[src/rtl/sexp_tok_pkg.sv]
// ----------------------------------------------------------------------------
// sexp_tok_pkg
// Shared types, character codes, event codes and helpers for the
// s-expression tokenizer.
// ----------------------------------------------------------------------------
package sexp_tok_pkg;

  localparam int NumBits = 32;
  localparam logic [NumBits-1:0] Limit = {1'b1, {(NumBits-1){1'b0}}};

  localparam int QDepth = 4;
  localparam int QPtrW  = $clog2(QDepth);
  localparam int QCntW  = $clog2(QDepth + 1);

  localparam logic [2:0] ModeIdle    = 3'd0;
  localparam logic [2:0] ModeComment = 3'd1;
  localparam logic [2:0] ModeString  = 3'd2;
  localparam logic [2:0] ModeEscape  = 3'd3;
  localparam logic [2:0] ModeAtom    = 3'd4;

  localparam logic [3:0] EvText   = 4'd0;
  localparam logic [3:0] EvOpen   = 4'd1;
  localparam logic [3:0] EvClose  = 4'd2;
  localparam logic [3:0] EvQuote  = 4'd3;
  localparam logic [3:0] EvNumber = 4'd4;
  localparam logic [3:0] EvString = 4'd5;
  localparam logic [3:0] EvSymbol = 4'd6;
  localparam logic [3:0] EvError  = 4'd7;
  localparam logic [3:0] EvEnd    = 4'd8;

  localparam logic [1:0] ErrQuoteInAtom  = 2'd0;
  localparam logic [1:0] ErrNonDigit     = 2'd1;
  localparam logic [1:0] ErrUntermString = 2'd2;
  localparam logic [1:0] ErrBadNumber    = 2'd3;

  localparam logic [7:0] ChOpen    = 8'h28;
  localparam logic [7:0] ChClose   = 8'h29;
  localparam logic [7:0] ChQuote   = 8'h27;
  localparam logic [7:0] ChSemi    = 8'h3b;
  localparam logic [7:0] ChDquote  = 8'h22;
  localparam logic [7:0] ChMinus   = 8'h2d;
  localparam logic [7:0] ChZero    = 8'h30;
  localparam logic [7:0] ChNine    = 8'h39;
  localparam logic [7:0] ChN       = 8'h6e;
  localparam logic [7:0] ChSpace   = 8'h20;
  localparam logic [7:0] ChNewline = 8'h0a;
  localparam logic [7:0] ChBslash  = 8'h5c;

  typedef struct packed {
    logic [7:0] in_byte;
    logic       end_of_input;
  } in_t;

  typedef struct packed {
    logic [3:0]         event_res;
    logic [7:0]         text_byte;
    logic signed [31:0] number_value;
    logic [1:0]         error_code;
    logic               last_result;
  } out_t;

  typedef struct packed {
    logic [2:0]         mode;
    logic               negative_start;
    logic               still_numeric;
    logic               seen_digit;
    logic [NumBits-1:0] accumulated_value;
    logic               overflowed;
  } lex_state_t;

  typedef struct packed {
    logic [1:0] count;
    out_t       first;
    out_t       second;
  } step_res_t;

  function automatic out_t mk_res(logic [3:0] ev, logic [7:0] tb,
                                  logic signed [31:0] num, logic [1:0] err);
    out_t r;
    r.event_res    = ev;
    r.text_byte    = tb;
    r.number_value = num;
    r.error_code   = err;
    r.last_result  = 1'b0;
    return r;
  endfunction

endpackage

[src/rtl/s_expression_tokenizer_core.sv]
// ----------------------------------------------------------------------------
// s_expression_tokenizer_core
// Streaming s-expression lexer: one source byte a word in, token events out.
// ----------------------------------------------------------------------------
// One source word is taken per clock cycle while the queue has room, and
// its token events (none, one or two) land in a four-entry result queue on
// the same edge, so the first event is held in the queue from the cycle
// after the byte is accepted. The output side drains one event per cycle
// while tok_ready is high; bytes that finish an atom with a bracket, and
// end-of-source words that close a pending atom or string, give two
// events. Input is held off only while the queue lacks room for two events.
// ----------------------------------------------------------------------------
module s_expression_tokenizer_core (
  input  logic               clk,
  input  logic               rst,
  input  logic               src_valid,
  output logic               src_ready,
  input  sexp_tok_pkg::in_t  src,
  output logic               tok_valid,
  input  logic               tok_ready,
  output sexp_tok_pkg::out_t tok
);
  import sexp_tok_pkg::*;

  lex_state_t lex;
  lex_state_t lex_next;
  step_res_t  step_res;
  logic       accept;

  assign accept = src_valid && src_ready;

  sexp_tok_step u_step (
    .src      (src),
    .lex      (lex),
    .lex_next (lex_next),
    .res      (step_res)
  );

  sexp_tok_queue u_queue (
    .clk       (clk),
    .rst       (rst),
    .push      (accept),
    .push_res  (step_res),
    .room      (src_ready),
    .tok_valid (tok_valid),
    .tok_ready (tok_ready),
    .tok       (tok)
  );

  always_ff @(posedge clk) begin
    if (rst) begin
      lex.mode              <= ModeIdle;
      lex.negative_start    <= 1'b0;
      lex.still_numeric     <= 1'b0;
      lex.seen_digit        <= 1'b0;
      lex.accumulated_value <= '0;
      lex.overflowed        <= 1'b0;
    end else if (accept) begin
      lex <= lex_next;
    end
  end

  assert property (@(posedge clk) disable iff (rst)
    accept && src.end_of_input |=> lex.mode == ModeIdle && !lex.still_numeric)
    else $error("end of source did not return the lexer to idle");

  assert property (@(posedge clk) disable iff (rst)
    lex.accumulated_value <= Limit)
    else $error("number magnitude beyond signed limit");

  assert property (@(posedge clk) disable iff (rst)
    lex.overflowed |-> lex.seen_digit && lex.mode == ModeAtom)
    else $error("overflow flagged without a digit");

  assert property (@(posedge clk) disable iff (rst)
    lex.mode != ModeAtom |-> !lex.seen_digit && !lex.negative_start &&
                             lex.accumulated_value == '0)
    else $error("atom state left over outside an atom");

endmodule

[src/rtl/sexp_tok_step.sv]
// ----------------------------------------------------------------------------
// sexp_tok_step
// Per-byte lexer step: next scan state and up to two token events.
// ----------------------------------------------------------------------------
module sexp_tok_step (
  input  sexp_tok_pkg::in_t        src,
  input  sexp_tok_pkg::lex_state_t lex,
  output sexp_tok_pkg::lex_state_t lex_next,
  output sexp_tok_pkg::step_res_t  res
);
  import sexp_tok_pkg::*;

  logic [7:0]                b;
  logic                      is_digit;
  logic                      is_sep;
  logic [3:0]                dval;
  logic [NumBits+3:0]        acc_ext;
  logic [NumBits+3:0]        acc_sum;
  logic                      sum_ovf;
  logic [NumBits-1:0]        mag;
  logic signed [NumBits-1:0] sval;
  logic                      finish_err;
  out_t                      finish_res;
  lex_state_t                cleared;
  logic [1:0]                n;
  out_t                      r0;
  out_t                      r1;

  assign b        = src.in_byte;
  assign is_digit = (b >= ChZero) && (b <= ChNine);
  assign is_sep   = (b == ChSpace) || (b == ChNewline);
  assign dval     = 4'(b - ChZero);

  assign acc_ext = {4'b0, lex.accumulated_value};
  assign acc_sum = (acc_ext << 3) + (acc_ext << 1) + {{NumBits{1'b0}}, dval};
  assign sum_ovf = acc_sum > {4'b0, Limit};

  assign mag  = lex.negative_start ? -lex.accumulated_value : lex.accumulated_value;
  assign sval = signed'(mag);

  assign finish_err = !lex.seen_digit || lex.overflowed ||
                      (!lex.negative_start && (lex.accumulated_value >= Limit));

  always_comb begin
    if (!lex.still_numeric) begin
      finish_res = mk_res(EvSymbol, 8'd0, 32'sd0, ErrQuoteInAtom);
    end else if (finish_err) begin
      finish_res = mk_res(EvError, 8'd0, 32'sd0, ErrBadNumber);
    end else begin
      finish_res = mk_res(EvNumber, 8'd0, 32'(sval), ErrQuoteInAtom);
    end
  end

  always_comb begin
    cleared                   = lex;
    cleared.mode              = ModeIdle;
    cleared.negative_start    = 1'b0;
    cleared.still_numeric     = 1'b0;
    cleared.seen_digit        = 1'b0;
    cleared.accumulated_value = '0;
    cleared.overflowed        = 1'b0;
  end

  always_comb begin
    lex_next = lex;
    n        = 2'd0;
    r0       = mk_res(EvText, 8'd0, 32'sd0, ErrQuoteInAtom);
    r1       = r0;
    if (src.end_of_input) begin
      lex_next = cleared;
      if (lex.mode == ModeAtom) begin
        r0 = finish_res;
        r1 = mk_res(EvEnd, 8'd0, 32'sd0, ErrQuoteInAtom);
        n  = 2'd2;
      end else if ((lex.mode == ModeString) || (lex.mode == ModeEscape)) begin
        r0 = mk_res(EvError, 8'd0, 32'sd0, ErrUntermString);
        r1 = mk_res(EvEnd, 8'd0, 32'sd0, ErrQuoteInAtom);
        n  = 2'd2;
      end else begin
        r0 = mk_res(EvEnd, 8'd0, 32'sd0, ErrQuoteInAtom);
        n  = 2'd1;
      end
    end else begin
      unique case (lex.mode)
        ModeComment: begin
          if (b == ChNewline) lex_next.mode = ModeIdle;
        end
        ModeString: begin
          if (b == ChDquote) begin
            r0 = mk_res(EvString, 8'd0, 32'sd0, ErrQuoteInAtom);
            n  = 2'd1;
            lex_next.mode = ModeIdle;
          end else if (b == ChBslash) begin
            lex_next.mode = ModeEscape;
          end else if (b == ChNewline) begin
            r0 = mk_res(EvError, 8'd0, 32'sd0, ErrUntermString);
            n  = 2'd1;
            lex_next.mode = ModeIdle;
          end else begin
            r0 = mk_res(EvText, b, 32'sd0, ErrQuoteInAtom);
            n  = 2'd1;
          end
        end
        ModeEscape: begin
          n = 2'd1;
          if (b == ChNewline) begin
            r0 = mk_res(EvError, 8'd0, 32'sd0, ErrUntermString);
            lex_next.mode = ModeIdle;
          end else begin
            r0 = mk_res(EvText, (b == ChN) ? ChNewline : b, 32'sd0, ErrQuoteInAtom);
            lex_next.mode = ModeString;
          end
        end
        ModeAtom: begin
          if (is_sep || (b == ChOpen) || (b == ChClose)) begin
            lex_next = cleared;
            r0 = finish_res;
            n  = 2'd1;
            if (b == ChOpen) begin
              r1 = mk_res(EvOpen, 8'd0, 32'sd0, ErrQuoteInAtom);
              n  = 2'd2;
            end else if (b == ChClose) begin
              r1 = mk_res(EvClose, 8'd0, 32'sd0, ErrQuoteInAtom);
              n  = 2'd2;
            end
          end else if (b == ChDquote) begin
            lex_next = cleared;
            r0 = mk_res(EvError, 8'd0, 32'sd0, ErrQuoteInAtom);
            n  = 2'd1;
          end else if (lex.still_numeric && is_digit) begin
            lex_next.seen_digit = 1'b1;
            if (!lex.overflowed) begin
              if (sum_ovf) begin
                lex_next.overflowed = 1'b1;
              end else begin
                lex_next.accumulated_value = acc_sum[NumBits-1:0];
              end
            end
            r0 = mk_res(EvText, b, 32'sd0, ErrQuoteInAtom);
            n  = 2'd1;
          end else if (lex.still_numeric && !lex.negative_start) begin
            lex_next = cleared;
            r0 = mk_res(EvError, 8'd0, 32'sd0, ErrNonDigit);
            n  = 2'd1;
          end else begin
            lex_next.still_numeric = 1'b0;
            r0 = mk_res(EvText, b, 32'sd0, ErrQuoteInAtom);
            n  = 2'd1;
          end
        end
        default: begin
          lex_next.mode = ModeIdle;
          if (is_sep) begin
            n = 2'd0;
          end else if (b == ChOpen) begin
            r0 = mk_res(EvOpen, 8'd0, 32'sd0, ErrQuoteInAtom);
            n  = 2'd1;
          end else if (b == ChClose) begin
            r0 = mk_res(EvClose, 8'd0, 32'sd0, ErrQuoteInAtom);
            n  = 2'd1;
          end else if (b == ChQuote) begin
            r0 = mk_res(EvQuote, 8'd0, 32'sd0, ErrQuoteInAtom);
            n  = 2'd1;
          end else if (b == ChSemi) begin
            lex_next.mode = ModeComment;
          end else if (b == ChDquote) begin
            lex_next.mode = ModeString;
          end else begin
            lex_next      = cleared;
            lex_next.mode = ModeAtom;
            if (b == ChMinus) begin
              lex_next.negative_start = 1'b1;
              lex_next.still_numeric  = 1'b1;
            end else if (is_digit) begin
              lex_next.still_numeric     = 1'b1;
              lex_next.seen_digit        = 1'b1;
              lex_next.accumulated_value = NumBits'(dval);
            end
            r0 = mk_res(EvText, b, 32'sd0, ErrQuoteInAtom);
            n  = 2'd1;
          end
        end
      endcase
    end
    if (n == 2'd1) r0.last_result = 1'b1;
    if (n == 2'd2) r1.last_result = 1'b1;
    res.count  = n;
    res.first  = r0;
    res.second = r1;
  end

endmodule

[src/rtl/sexp_tok_queue.sv]
// ----------------------------------------------------------------------------
// sexp_tok_queue
// Small result queue: takes up to two token words a cycle, gives one while tok_ready is high.
// ----------------------------------------------------------------------------
module sexp_tok_queue (
  input  logic                    clk,
  input  logic                    rst,
  input  logic                    push,
  input  sexp_tok_pkg::step_res_t push_res,
  output logic                    room,
  output logic                    tok_valid,
  input  logic                    tok_ready,
  output sexp_tok_pkg::out_t      tok
);
  import sexp_tok_pkg::*;

  out_t             q [QDepth];
  logic [QPtrW-1:0] head;
  logic [QPtrW-1:0] tail;
  logic [QCntW-1:0] count;
  logic [QCntW-1:0] count_next;
  logic [1:0]       n;
  logic             pop;

  assign n          = push ? push_res.count : 2'd0;
  assign pop        = tok_valid && tok_ready;
  assign count_next = count + QCntW'(n) - QCntW'(pop);
  assign room       = count <= QCntW'(QDepth - 2);
  assign tok_valid  = count != '0;
  assign tok        = q[head];

  always_ff @(posedge clk) begin
    if (rst) begin
      head  <= '0;
      tail  <= '0;
      count <= '0;
    end else begin
      head  <= head + QPtrW'(pop);
      tail  <= tail + QPtrW'(n);
      count <= count_next;
    end
  end

  always_ff @(posedge clk) begin
    if (n != 2'd0) q[tail] <= push_res.first;
    if (n == 2'd2) q[tail + QPtrW'(1)] <= push_res.second;
  end

  assert property (@(posedge clk) disable iff (rst) count <= QCntW'(QDepth))
    else $error("result queue count beyond depth");

endmodule
[config.mk]
export PLATFORM = sky130hd
export DESIGN_NAME = s_expression_tokenizer_core
export DESIGN_NICKNAME = d
export VERILOG_FILES = /design/src/rtl/sexp_tok_pkg.sv /design/src/rtl/s_expression_tokenizer_core.sv /design/src/rtl/sexp_tok_step.sv /design/src/rtl/sexp_tok_queue.sv
export SDC_FILE = /design/constraint.sdc
export NUM_CORES = 1
export LEC_CHECK = 0
export BUFFER_PORTS_ARGS = -buffer_cell sky130_fd_sc_hd__buf_2
export CELL_PAD_IN_SITES_DETAIL_PLACEMENT = 1
export CELL_PAD_IN_SITES_GLOBAL_PLACEMENT = 2
export CORE_ASPECT_RATIO = 1.2
export CORE_MARGIN = 4
export CORE_UTILIZATION = 43
export CTS_BUF_LIST = sky130_fd_sc_hd__clkbuf_2 sky130_fd_sc_hd__clkbuf_4 sky130_fd_sc_hd__clkbuf_8
export DETAILED_ROUTE_END_ITERATION = 8
export GPL_ROUTABILITY_DRIVEN = 0
export GPL_TIMING_DRIVEN = 0
export PLACE_DENSITY = 0.87
export SYNTH_ARGS = -nofsm -noshare
export SYNTH_HDL_FRONTEND = slang
export SYNTH_SLANG_ARGS = --single-unit
[constraint.sdc]
create_clock -name clk -period 8.6 [get_ports clk]
set_input_delay 0.86 -clock clk [delete_from_list [all_inputs] [get_ports clk]]
set_output_delay 0.86 -clock clk [all_outputs]
set_load 0.02 [all_outputs]
# Word-level counts from Yosys, hierarchy flattened
# Memories as Yosys holds them, arrays and structs flattened. A register that Yosys moved wholly into a read port is not among the register bits.
# Cells that the tools add are included.
# totals
register_bits,46
ramBits,188
inputBits,13
out_inout_bits,49
wordCells,155
mem_count,1
# mem_list
memory,depth,width,read_ports,rd_clocked_by_memory_dff,write_ports,line_no,source
u_queue.q,4,47,1,1,2,sexp_tok_queue.sv:17,out_t q [QDepth];
# classes
addsub,9
n_lt_le_gt_ge,5
eq_ne,29
muxes,80
reduce_logical,22
# ops
cell,n
$mux 47,18
$mux 39,7
$pmux 47 s4,1
$mux 46,4
$mux 45,3
$mux 34,3
$mux 36,2
$pmux 36 s2,1
$mux 33,2
$mux 32,2
$eq 8x6->1 const B,7
$mux 43,1
$add 35x33->36,1
$add 36x4->36,1
$gt 36x32->1 const B,1
$ge 32x32->1 const B,1
$neg 32->32,1
$mux 2,15
$ne 6x6->1 const B,3
$reduce_and 9->1,2
$eq 8x7->1 const B,2
$mux 3,5
$ne 3x2->1 const B,5
$pmux 3 s4,1
other kinds (32),56

# Longest topological paths before layout
# Gate-level depths: netlist (run 1).
# depth
ltp_word,13
depth_mapped,16

# Cells and area by module
# From an unflattened synthesis (run 1), not the netlist that was laid out.
# unflattened
cells_unflattened,1462
area_unflattened_um2,16733.5
# modules_own_cells
module,instances,cells_each,area_per_inst_um2
sexp_tok_queue,1,509,9577.9
sexp_tok_step,1,774,5201.2
s_expression_tokenizer_core,1,179,1954.4

# Worst setup path after synthesis (run 1)
# Ideal clock, no wire load.
# synth_path
path_kind,input to register
startpoint,in src[4] (netlist bit)
endpoint,reg lex[6] (netlist name)
arrival_time_ns,4.794
required_time_ns,8.541
slack_ns,3.747
cell_stages,16
cell_sequence,clkbuf_1 inv_1 fa_1 inv_1 ha_1 nand3_1 a211oi_2 o21ba_2 or4_1 and3_1 a2111oi_0 and4_1 nand4_2 a2111oi_4 buf_6 a22o_1
# synth_via
elab_chain_len,10
elab_cells_between_ends,42
cone_classes,2 x add/sub; 3 x order compare; 17 x eq/ne; 14 x mux; 6 x reduce/logical
# synth_rtl
element,line_no,source
from (decl),s_expression_tokenizer_core.sv:18,"input sexp_tok_pkg::in_t src,"
"parallel branches: the longest is 10 deep, another holds $add 36x4->36",-,
# Parallel ways; which one is timed is not known. The select of a mux whose other input is x is not followed.
# A chain may end at the register's enable or synchronous reset.

# Worst setup path after layout (run 1)
# layout_path
startpoint,in src[4] (netlist bit)
endpoint,reg lex[10] (netlist name)
# layout_via
elab_chain_len,10
elab_cells_between_ends,42
cone_classes,2 x add/sub; 3 x order compare; 17 x eq/ne; 14 x mux; 6 x reduce/logical
# layout_rtl
element
"parallel branches: the longest is 10 deep, another holds $add 36x4->36"
# Parallel ways; which one is timed is not known. The select of a mux whose other input is x is not followed.

==> results of run 1 <==
==> registers in the layout, indices dropped and copies added, names as in the netlist <==
register,flops
u_queue.head,2
u_queue.q,188
u_queue.tail,2
lex,39
u_queue.count,3
==> final cells by class <==
cell class	instances	area [um2]
inverter	23	86.33
clock inverter	5	27.53
buffer	107	421.7
tap	396	495.5
sequential	234	4845
multi-input combinational	1148	7859
clock buffer	61	789.5
fill	3639	15570
timing repair buffer	60	300.3
==> logic make-up after synthesis <==
kind of cell,Yosys count
AND/OR/NAND/NOR,507
XOR/XNOR,48
AO/OA/AOI/OAI,469
adder cells (fa/ha/maj),73
flip-flops,234
multiplexers,51
buffers and inverters,130
==> worst max-delay path by stage <==
stage | slack (ps) | cells past startpoint | startpoint | end
6_report | 3250 | 17 | src[4] | lex[10]
5_1_grt | 2880 | 17 | src[4] | lex[10]
4_1_cts | 3210 | 17 | src[4] | lex[10]
3_5_place_dp | 2670 | 16 | src[4] | lex[29]
3_3_place_gp | 2710 | 16 | src[4] | lex[31]
2_1_floorplan | 3750 | 16 | src[4] | lex[6]
==> cell usage after synthesis (all sizes together), types with 8 or more instances <==
library cell  count
o21ai           251
dfxtp           218
nand3           198
nand2           112
clkbuf           94
ha               69
a21oi            65
nor2             59
mux4             47
xnor2            38
a22o             28
nor3             25
inv              23
or3              20
a21o             16
edfxtp           16
nand4            16
and3             15
o21a             14
buf              13
nor2b            11
o31ai            11
o211ai           10
xor2             10
a31oi             9
o22ai             9
and2              8
and4              8
==> critical path, cell delays in order <==
cell	delay (ps)
sky130_fd_sc_hd__buf_2	140
sky130_fd_sc_hd__clkbuf_1	340
sky130_fd_sc_hd__inv_1	140
sky130_fd_sc_hd__fa_1	640
sky130_fd_sc_hd__inv_1	70
sky130_fd_sc_hd__ha_1	300
sky130_fd_sc_hd__a21oi_1	90
sky130_fd_sc_hd__nor3b_2	360
sky130_fd_sc_hd__o21ai_0	280
sky130_fd_sc_hd__a211oi_1	540
sky130_fd_sc_hd__or4_1	190
sky130_fd_sc_hd__and4_1	420
sky130_fd_sc_hd__nand2_1	120
sky130_fd_sc_hd__a41oi_1	370
sky130_fd_sc_hd__o31a_1	280
sky130_fd_sc_hd__clkbuf_1	460
sky130_fd_sc_hd__a22o_1	230
==> power by group through the flow <==
stage	Clock [mW]	Sequential, mW	Combinational, mW
3_3_place_gp	0	1.27	0.669
5_1_grt	1.10	1.27	0.737
2_1_floorplan	0	1.26	0.466
4_1_cts	1.04	1.25	0.687
6_report	1.03	1.26	0.682
3_5_place_dp	0	1.28	0.683
==> per-stage QoR <==
stage,util [%],instance area (um2)
final,48.78,14820
after global routing,48.78,14820
after CTS,48.78,14820
after detailed placement,46.09,14010
after global placement,46.09,14010
after floorplan,-,13210
==> per-layer routing <==
layer / vias up / track usage [%]
li1: 5887 / -
met1: 6237 / 32.76
met2: 236 / 48.66
met3: 78 / 3.388
met4: 0 / 8.328
met5: - / 0
==> reports/summary.md, run 1 <==
### Status
* complete, no violations — outcome

### Finish
* sky130_fd_sc_hd__o21ai_0 — most common library cell in the layout ignoring fill and taps
* 12.33% — proportion of layout cells with a drive suffix above 1
* 12.21% — area delta synth->final
* 1696 — final net count
* 2034 — filler-free cell count of the finished design
* sky130_fd_sc_hd__o21ai_0 (243), sky130_fd_sc_hd__dfxtp_1 (218), sky130_fd_sc_hd__nand3_1 (198) — commonest cells after routing, fill and taps aside
* 0 — count of antenna diodes in the layout

### Synth
* 0 — warning count from the yosys run
* sky130_fd_sc_hd__dfxtp_1 (33%), sky130_fd_sc_hd__o21ai_0 (9.2%), sky130_fd_sc_hd__mux4_2 (8.0%), sky130_fd_sc_hd__nand3_1 (7.5%), sky130_fd_sc_hd__ha_1 (6.5%) — leading post-synthesis cells by cell area
* 8.738 um2 — average cell area after synthesis
* 7.065% — adder-cell share of the synthesized area
* 0% — Post-synth ARST share
* 78 — count of unique library cells instantiated by Yosys
* 36.67% — sequential element share of the synthesized area
* compound AO/OA/AOI/OAI gates — main combinational cell family by area after synthesis
* 1512 — Post-Syn Instances
* 8.315% — multiplexer share of the synthesized area
* 234 — flip-flop and latch count after synthesis
* 0.01321 mm2 — synthesized area
* 21.75% — Synth Area in Compound Gates
* 19.17% — simple-gate share of the synthesized area
* sky130_fd_sc_hd__dfxtp_1 — flip-flop cell with the highest count after synthesis
* 3.182% — post-synthesis share of cell area spent on xor and xnor gates
* 16 — count of flip-flops with a built-in enable after synthesis
* sky130_fd_sc_hd__dfxtp_1 — largest area contributor in the synthesized netlist
* 1597 — Synth Net Count
* 33.03% — fraction of synthesized cell area taken by the top area cell type

### Clock network
* 60 ps — clock-pin slew on the worst setup and hold paths
* 0 — CTS Hold Bufs
* built — clock tree from TritonCTS
* 2 — number of H-tree levels
* 3 — Max clock buf depth
* sky130_fd_sc_hd__clkbuf_8 — CTS root buf
* 37 — CTS Buf Count
* 0 — setup repair bufs after CTS
* 234 — clock tree sinks
* 560 ps — Clock Latency Late Sink
* 0 — count of cells resized by post-cts repair

### Power
* 32.20% — switching share of power
* 5.764 nW — leakage power
* 2.014 mW — internal portion of total power
* 34.8% — portion of total power attributed to the clock network
* 42.3% — Flop pwr share
* 0.9566 mW — reported net switching power
* 2.970 mW — Design Power
* 23.0% — part of the power in combinational logic
* 0.1181 mV — maximum VDD drop
* 200.4 mW/mm2 — power density relative to cell area

### Detailed routing
* 5 — DRT Pass-1 Iters
* 22.44 um — WL/cell
* 0 — drt drc
* met4 — Top Metal Used
* 45650 um — detailed-route wire length
* 23320 um — Met2 Wirelength
* 801 — number of DRC markers in iteration 0
* 12440 — total vias in the final route
* 1817 um — met3 WL
* 0 — Antenna Nets Post-Route
* 6.115 — mean number of vias per cell
* 19180 um — Met1 Wirelength

### STA
* 472.1 ps — worst slack on hold paths
* 62.24% — post-route clock period utilization
* 0 ps — setup total negative slack
* 0 — number of slew-limit violations in the final report
* 0.1868 GHz — Peak Freq
* 0 — hold violation count in the final report
* 30.99% — Worst slew margin
* 3247 ps — post-route worst setup slack
* false — setup repair after global routing missed its margin
* 1035 ps — Worst-Margin Slew
* 5353 ps — minimum clock period
* 0 — count of endpoints failing setup in the final report
* 32.65 ps — Setup Skew

### Global routing
* 71640 um — global-route wire length before repair
* 26.61% — global router's overall resource usage
* 12900 — number of global-route vias before repair
* 0 — antenna violations before repair
* 11 — largest net degree at the start of global routing
* 0 — remaining global-route overflow

### Setup path
* lex[1] — reg-to-reg critical path startpoint
* 15 — worst-case reg-to-reg path depth
* input port — startpoint type of the worst setup path
* 10 — Crit Path Max Fanout
* lex[10] — end of the worst register-to-register path
* 3600 ps — Reg2Reg Setup Slack
* flip-flop — Crit. End Element
* 9080 ps — Req. time, crit path
* input port to flip-flop — WS Path Type
* 5830 ps — Crit path arrival time

### Floorplanning
* 0.03039 mm2 — Placeable Area
* 168.0 um — Horiz. Die Dim
* 200.0 um — y dimension of the die
* 62 — number of ports placed on the die boundary
* 70 — std cell rows
* 43.47% — effective utilization at floorplan
* 0.03360 mm2 — Die Outline Area

### Placement
* 60 — Port Buffers
* 1968 — placed cells
* 34560 um — total half-perimeter wirelength after legalization and detailed placement
* 2665 ps — minimum setup slack after placement

### Min path
* u_queue.q[3][5] — hold path start
* u_queue.q[3][5] — Hold EP
* flip-flop to flip-flop — worst hold path type
* 2 — number of cells on the worst hold path

### Run
* 0 — number of max-capacitance violations reported

Power figures use the tool's default switching activity.
==> run 2: changes to the inputs <==
--- a/config.mk
+++ b/config.mk
@@ -5,17 +5,18 @@
 export SDC_FILE = /design/constraint.sdc
 export NUM_CORES = 1
 export LEC_CHECK = 0
+export ABC_AREA = 1
 export BUFFER_PORTS_ARGS = -buffer_cell sky130_fd_sc_hd__buf_2
 export CELL_PAD_IN_SITES_DETAIL_PLACEMENT = 1
 export CELL_PAD_IN_SITES_GLOBAL_PLACEMENT = 2
 export CORE_ASPECT_RATIO = 1.2
 export CORE_MARGIN = 4
-export CORE_UTILIZATION = 43
+export CORE_UTILIZATION = 32
 export CTS_BUF_LIST = sky130_fd_sc_hd__clkbuf_2 sky130_fd_sc_hd__clkbuf_4 sky130_fd_sc_hd__clkbuf_8
 export DETAILED_ROUTE_END_ITERATION = 8
 export GPL_ROUTABILITY_DRIVEN = 0
 export GPL_TIMING_DRIVEN = 0
-export PLACE_DENSITY = 0.87
+export PLACE_DENSITY = 0.77
 export SYNTH_ARGS = -nofsm -noshare
 export SYNTH_HDL_FRONTEND = slang
 export SYNTH_SLANG_ARGS = --single-unit
==> constraint.sdc (replaced) <==
create_clock -name clk -period 4.8 [get_ports clk]
set_input_delay 0.48 -clock clk [delete_from_list [all_inputs] [get_ports clk]]
set_output_delay 0.48 -clock clk [all_outputs]
set_load 0.02 [all_outputs]
==> run 2 against run 1 <==
Against the previous run:
- die area up 47%
- register-to-register slack worse by 2900 ps
- synthesized cell count up 53%
- clock power up 87%
- largest cell class unchanged
- highest routed layer unchanged
==> reports/summary.md, run 2 <==
### Power
* 597.3 mW/mm2 — power density relative to cell area
* 0.1836 mV — maximum VDD drop
* 8.300 nW — leakage power

### Floorplanning
* 243.1 um — y dimension of the die
* 0.04520 mm2 — Placeable Area
* 62 — number of ports placed on the die boundary
* 32.60% — effective utilization at floorplan
* 203.9 um — Horiz. Die Dim
* 0.04955 mm2 — Die Outline Area
* 85 — std cell rows

### Finish
* 3057 — filler-free cell count of the finished design
* sky130_fd_sc_hd__nand2_1 — most common library cell in the layout ignoring fill and taps
* 188 — number of flip-flops under the largest register name
* u_queue.q x188, lex x39, u_queue.count x3 — Top Registers
* u_queue.q — register bank with the most flops
* 36.80% — end-of-flow core utilization
* 9.440% — proportion of layout cells with a drive suffix above 1
* sky130_fd_sc_hd__nand2_1 (675), sky130_fd_sc_hd__nor2_1 (271), sky130_fd_sc_hd__nand3_1 (261) — commonest cells after routing, fill and taps aside
* 2503 — final net count
* 12.89% — area delta synth->final

### Synth
* 0% — Post-synth ARST share
* 6.364 um2 — average cell area after synthesis
* sky130_fd_sc_hd__dfxtp_1 (30%), sky130_fd_sc_hd__nand2_1 (17%), sky130_fd_sc_hd__nand3_1 (8.9%), sky130_fd_sc_hd__nor2_1 (6.9%), sky130_fd_sc_hd__ha_1 (5.9%) — leading post-synthesis cells by cell area
* 29.62% — fraction of synthesized cell area taken by the top area cell type
* 2315 — Post-Syn Instances
* 2400 — Synth Net Count
* 55 — count of unique library cells instantiated by Yosys
* 0.01473 mm2 — synthesized area
* sky130_fd_sc_hd__nand2_1 — count leader, synth
* 32.88% — sequential element share of the synthesized area
* 16 — count of flip-flops with a built-in enable after synthesis
* 234 — flip-flop and latch count after synthesis
* sky130_fd_sc_hd__dfxtp_1 — flip-flop cell with the highest count after synthesis
* 0 — warning count from the yosys run
* sky130_fd_sc_hd__nand2_1 (675), sky130_fd_sc_hd__nor2_1 (271), sky130_fd_sc_hd__nand3_1 (261), sky130_fd_sc_hd__dfxtp_1 (218), sky130_fd_sc_hd__inv_1 (209) — top cells by instance count after synthesis
* sky130_fd_sc_hd__dfxtp_1 — largest area contributor in the synthesized netlist

### Detailed routing
* 5 — DRT Pass-1 Iters
* 60210 um — detailed-route wire length
* 0 — Antenna Nets Post-Route
* 15600 — total vias in the final route
* 19.69 um — WL/cell
* 0 — drt drc
* 767 — number of DRC markers in iteration 0
* 5.101 — mean number of vias per cell

### STA
* false — setup repair after global routing missed its margin
* 0 — number of slew-limit violations in the final report
* 26.78% — Worst slew margin
* 0 — count of endpoints failing setup in the final report
* 85.63% — post-route clock period utilization
* 0.2433 GHz — Peak Freq
* 30.59 ps — Setup Skew
* 0 — hold violation count in the final report
* 0 ps — setup total negative slack
* 1090 ps — Worst-Margin Slew
* 4110 ps — minimum clock period
* 384.8 ps — worst slack on hold paths

### Clock network
* 0 — count of cells resized by post-cts repair
* 234 — clock tree sinks
* sky130_fd_sc_hd__clkbuf_8 — CTS root buf
* 0 — setup repair bufs after CTS
* 3 — Max clock buf depth
* 41 — CTS Buf Count
* 60 ps — clock-pin slew on the worst setup and hold paths
* 0 — CTS Hold Bufs
* 2 — number of H-tree levels
* 580 ps — Clock Latency Late Sink
* built — clock tree from TritonCTS

### Setup path
* flip-flop to flip-flop — WS Path Type
* sky130_fd_sc_hd__nand2_1 — Crit path top cell by count
* 10 — Crit Path Max Fanout
* 560 ps — Worst path max stage delay
* sky130_fd_sc_hd__fa_1 — Slowest cell on crit path
* flip-flop — startpoint type of the worst setup path
* 5250 ps — Req. time, crit path
* 4560 ps — Crit path arrival time
* inv_1, fa_1, fa_1, inv_1, nand2_1, nand2_1, nand4_1, nand3_1, nand2_1, nand3_1, nand2_1, nor2_1, nand2_1, nor2_1, nand2_1, nand2_1, nand3_4, buf_2, a21oi_1, nor2_1 — cell chain of the critical path
* flip-flop — Crit. End Element

### Run
* 0 — number of max-capacitance violations reported

### Status
* complete, no violations — outcome

### Global routing
* 23.86% — global router's overall resource usage
* 11 — largest net degree at the start of global routing
* 93260 um — global-route wire length before repair
* 16130 — number of global-route vias before repair
* 1 — antenna violations before repair
* 0 — remaining global-route overflow

### Placement
* 60 — Port Buffers
* 48330 um — total half-perimeter wirelength after legalization and detailed placement
* 2984 — placed cells

### Min path
* input port to flip-flop — worst hold path type

## run 2: cell count changes after synthesis, moves of 19 or more
cell	delta
sky130_fd_sc_hd__nand3_1	+63
sky130_fd_sc_hd__o21ai_0	-88
sky130_fd_sc_hd__buf_2	+46
sky130_fd_sc_hd__o22ai_1	+46
sky130_fd_sc_hd__clkbuf_1	-35
sky130_fd_sc_hd__a22o_1	-27
sky130_fd_sc_hd__nand2_1	+563
sky130_fd_sc_hd__or3_1	-19
sky130_fd_sc_hd__xnor2_1	-36
sky130_fd_sc_hd__inv_1	+186
sky130_fd_sc_hd__mux4_2	-47
sky130_fd_sc_hd__nor2_1	+212
sky130_fd_sc_hd__a21oi_1	+52
## run 2: final timing paths
kind,start,endpoint,slack (ps),depth (start not counted)
worst min register to register,u_queue.q[2][24],u_queue.q[2][24],460,2
worst max register to register,lex[1],lex[17],690,20
worst min-delay path,rst,u_queue.head[0],380,2
worst max-delay path,lex[1],lex[17],690,20
## run 2: cell type report
type                            instances  area, um2
Inverter                              227      852.1
Tap cell                              609      762.0
Timing Repair Buffer                   60      300.3
Sequential cell                       234       4845
Multi-Input combinational cell       1740       8513
Clock buffer                           65      794.5
Buffer                                114      523.0
Clock inverter                          7      40.04
Fill cell                            5996      28570
Antenna cell                            1      2.502
## run 2: power breakdown
group          switching (mW)  internal (mW)  leakage, nW
Combinational            3.66           1.67         5.92
Sequential              0.400           2.27         1.93
Clock                   0.883           1.05        0.446
Total                    4.95           4.99         8.30
## run 2: critical path: cells and delay by family, from the launching register on
| kind | cells | cell delay (ps) |
|---|---|---|
| fa+ha+maj | 2 | 1030 |
| compound gates | 1 | 200 |
| flops | 1 | 460 |
| simple gates | 14 | 1700 |
| buf+inv | 3 | 570 |
## run 2: logic make-up (layout without fill, tap and decap cells)
kind of cell,after synthesis,in the layout,share of synthesized area (%)
simple gates,1291,1291,37.06
other cells,0,1,0
fa+ha+maj,72,72,6.268
buf+inv,341,473,9.333
compound gates,362,362,13.56
xor+xnor,15,15,0.8917
flops,234,234,32.88
## run 2: per-stage QoR
step | cell area, um2 | total power, mW | setup slack, ps
final | 16630 | 9.934 | 689.9
after global routing | 16630 | 10.78 | 398.8
after CTS | 16630 | 10.04 | 634.7
after detailed placement | 15800 | 8.090 | 573.8
after global placement | 15800 | 7.972 | 647.4
after floorplan | 14730 | 6.217 | 1698
## run 2: per-layer routing
layer / track usage (%) / share of wire (%) / up-vias
met2: 44.20 / 51 / 273
li1: - / - / 7780
met5: 0 / 0 / -
met1: 27.98 / 42 / 7425
met4: 8.017 / 3.5 / 0
met3: 3.377 / 3.6 / 117
==> run 3: changes to the inputs <==
==> constraint.sdc (replaced) <==
create_clock -name clk -period 3.4 [get_ports clk]
set_input_delay 0.34 -clock clk [delete_from_list [all_inputs] [get_ports clk]]
set_output_delay 0.34 -clock clk [all_outputs]
set_load 0.02 [all_outputs]
==> run 3 against run 2 <==
Against the previous run:
- the run now ends with negative setup slack left
- setup slack lost 730 ps
- combinational power grew 59%
- final cell count is 0.65% higher
- core utilization is 1.6 points higher
- wire length increased by 1.4%
- sequential share of layout area shrank 0.95 points
- count of clock-buffer cells in the layout unchanged
- register-to-register slack got worse by 730 ps
- critical path depth rose by 2
- first-iteration DRC count grew 5.0%
- worst hold slack lost 140 ps
- highest routed layer unchanged
==> reports/summary.md, run 3 (synthesis results as in run 2) <==
### Status
* finished, violations left — outcome
* negative setup slack — failing checks

### Floorplanning
* 0.04955 mm2 — Die Outline Area
* 243.1 um — y dimension of the die
* 0.04520 mm2 — Placeable Area
* 85 — std cell rows
* 62 — number of ports placed on the die boundary
* 32.60% — effective utilization at floorplan
* 203.9 um — Horiz. Die Dim

### Finish
* 5962 — count of fill cells added during filler insertion
* sky130_fd_sc_hd__nand2_1 (650), sky130_fd_sc_hd__nor2_1 (265), sky130_fd_sc_hd__nand3_1 (231) — commonest cells after routing, fill and taps aside
* sky130_fd_sc_hd__nand2_1 — most common library cell in the layout ignoring fill and taps
* u_queue.q x188, lex x39, u_queue.count x3 — Top Registers
* 38.41% — end-of-flow core utilization
* 2523 — final net count
* 17.84% — area delta synth->final
* 188 — number of flip-flops under the largest register name
* 0.008960 mm2 — area occupied by multi-input gates
* 0.004892 mm2 — sequential cell area in the final layout
* u_queue.q — register bank with the most flops
* 15.24% — proportion of layout cells with a drive suffix above 1

### Setup path
* 3910 ps — Crit path arrival time
* 10 — Crit Path Max Fanout
* 22 — worst-case reg-to-reg path depth
* 4 — sum of buffers and inverters on the critical path
* 480 ps — Worst path max stage delay
* flip-flop — Crit. End Element
* lex[14] — end of the worst register-to-register path
* sky130_fd_sc_hd__nand2_1 — Crit path top cell by count
* sky130_fd_sc_hd__fa_2 — Slowest cell on crit path
* -40 ps — Reg2Reg Setup Slack
* inv_6, fa_2, fa_2, inv_2, nand2_4, nand2_4, nand4_1, nand3_2, nand2_2, nand3_2, nand2_1, nor2_2, nand2_1, nor2_2, nand2_1, nand2_2, buf_6, nand3_4, buf_6, nand3_2, nand2_1, nor2_1 — cell chain of the critical path
* flip-flop to flip-flop — WS Path Type
* flip-flop — startpoint type of the worst setup path
* lex[1] — reg-to-reg critical path startpoint
* 3870 ps — Req. time, crit path
* simple AND/OR/NAND/NOR gates — category of cells accounting for the largest share of critical-path delay

### Detailed routing
* 5 — DRT Pass-1 Iters
* 0 — drt drc
* 805 — number of DRC markers in iteration 0
* 5.123 — mean number of vias per cell
* 0 — Antenna Nets Post-Route
* 19.83 um — WL/cell
* 15760 — total vias in the final route
* 61020 um — detailed-route wire length

### Global routing
* 16320 — number of global-route vias before repair
* 94040 um — global-route wire length before repair
* 11 — largest net degree at the start of global routing
* 1 — antenna violations before repair
* 24.05% — global router's overall resource usage
* 0 — remaining global-route overflow

### STA
* 2 — count of endpoints failing setup in the final report
* 248.6 ps — worst slack on hold paths
* -39.35 ps — post-route worst setup slack
* 0 — number of slew-limit violations in the final report
* 101.2% — post-route clock period utilization
* 30.38 ps — Setup Skew
* -54.40 ps — setup total negative slack
* true — setup repair after global routing missed its margin
* 1095 ps — Worst-Margin Slew
* 0.2908 GHz — Peak Freq
* 0 — hold violation count in the final report
* 3439 ps — minimum clock period
* 26.41% — Worst slew margin

### Placement
* 60 — Port Buffers
* -739.1 ps — minimum setup slack after placement
* 48330 um — total half-perimeter wirelength after legalization and detailed placement

### Clock network
* 3 — Max clock buf depth
* 580 ps — Clock Latency Late Sink
* sky130_fd_sc_hd__clkbuf_8 — CTS root buf
* built — clock tree from TritonCTS
* 2 — number of H-tree levels
* 0 — CTS Hold Bufs
* 41 — CTS Buf Count
* 234 — clock tree sinks
* 60 ps — clock-pin slew on the worst setup and hold paths

### Power
* 0.2682 mV — maximum VDD drop
* 8.592 nW — leakage power
* 865.0 mW/mm2 — power density relative to cell area

### Run
* 0 — number of max-capacitance violations reported

### Min path
* u_queue.head[0] — Hold EP
* 2 — number of cells on the worst hold path
* input port to flip-flop — worst hold path type
* rst — hold path start

[run 3: final cells by class]
type | instances | area share (%)
Buffer | 114 | 3.164
Timing Repair Buffer | 79 | 2.875
Clock buffer | 65 | 4.576
Tap cell | 609 | 4.389
Inverter | 227 | 4.965
Multi-Input combinational cell | 1741 | 51.61
Antenna cell | 1 | 0.01441
Sequential cell | 234 | 28.18
Clock inverter | 7 | 0.2306
[run 3: how the worst max path moves through the flow]
stage                 start       to  slack, ps  depth (start not counted)
detailed placement   lex[1]  lex[17]       -740                         18
finish               lex[1]  lex[14]        -40                         22
floorplan            lex[1]   lex[1]        440                         20
CTS                  lex[3]   lex[6]         -5                         21
global route        lex[18]  lex[14]       -260                         21
global placement     lex[1]   lex[6]       -680                         18
[run 3: through the flow]
stage / instance area [um2] / total power, mW / std cells
2_1_floorplan: 14730 / 8.776 / 2315
6_report: 17360 / 15.02 / 3077
5_1_grt: 17360 / 16.19 / 3077
3_5_place_dp: 15800 / 11.42 / 2984
3_3_place_gp: 15800 / 11.25 / 2984
4_1_cts: 17070 / 14.74 / 3073
[run 3: routing by layer]
layer | wire [um] | global-route usage, % | part of all wire [%]
met5 | 0 | 0 | 0
met4 | 2125 | 8.434 | 3.5
met3 | 2271 | 3.404 | 3.7
met2 | 31290 | 44.61 | 51
met1 | 25340 | 27.99 | 42
[run 3: worst register-to-register path: stages (launching register included)]
cell and delay [ps]:
sky130_fd_sc_hd__dfxtp_4 390, sky130_fd_sc_hd__inv_6 40, sky130_fd_sc_hd__fa_2 480, sky130_fd_sc_hd__fa_2 400, sky130_fd_sc_hd__inv_2 110, sky130_fd_sc_hd__nand2_4 60
sky130_fd_sc_hd__nand2_4 70, sky130_fd_sc_hd__nand4_1 170, sky130_fd_sc_hd__nand3_2 190, sky130_fd_sc_hd__nand2_2 80, sky130_fd_sc_hd__nand3_2 90, sky130_fd_sc_hd__nand2_1 70
sky130_fd_sc_hd__nor2_2 130, sky130_fd_sc_hd__nand2_1 90, sky130_fd_sc_hd__nor2_2 110, sky130_fd_sc_hd__nand2_1 70, sky130_fd_sc_hd__nand2_2 90, sky130_fd_sc_hd__buf_6 110
sky130_fd_sc_hd__nand3_4 130, sky130_fd_sc_hd__buf_6 190, sky130_fd_sc_hd__nand3_2 50, sky130_fd_sc_hd__nand2_1 50, sky130_fd_sc_hd__nor2_1 160
[run 3: power by group]
part           switching (mW)  internal [mW]
clock network            1.25           1.48
logic                    5.56           2.88
registers               0.581           3.26
total                    7.40           7.62
[run 3: timing repair]
item | CTS | global route
pin swaps | 21 | 28
endpoints found under the setup margin | 33 | 32
gates resized for setup | 92 | 71
setup buffers | 12 | 2
gates cloned | 5 | 1
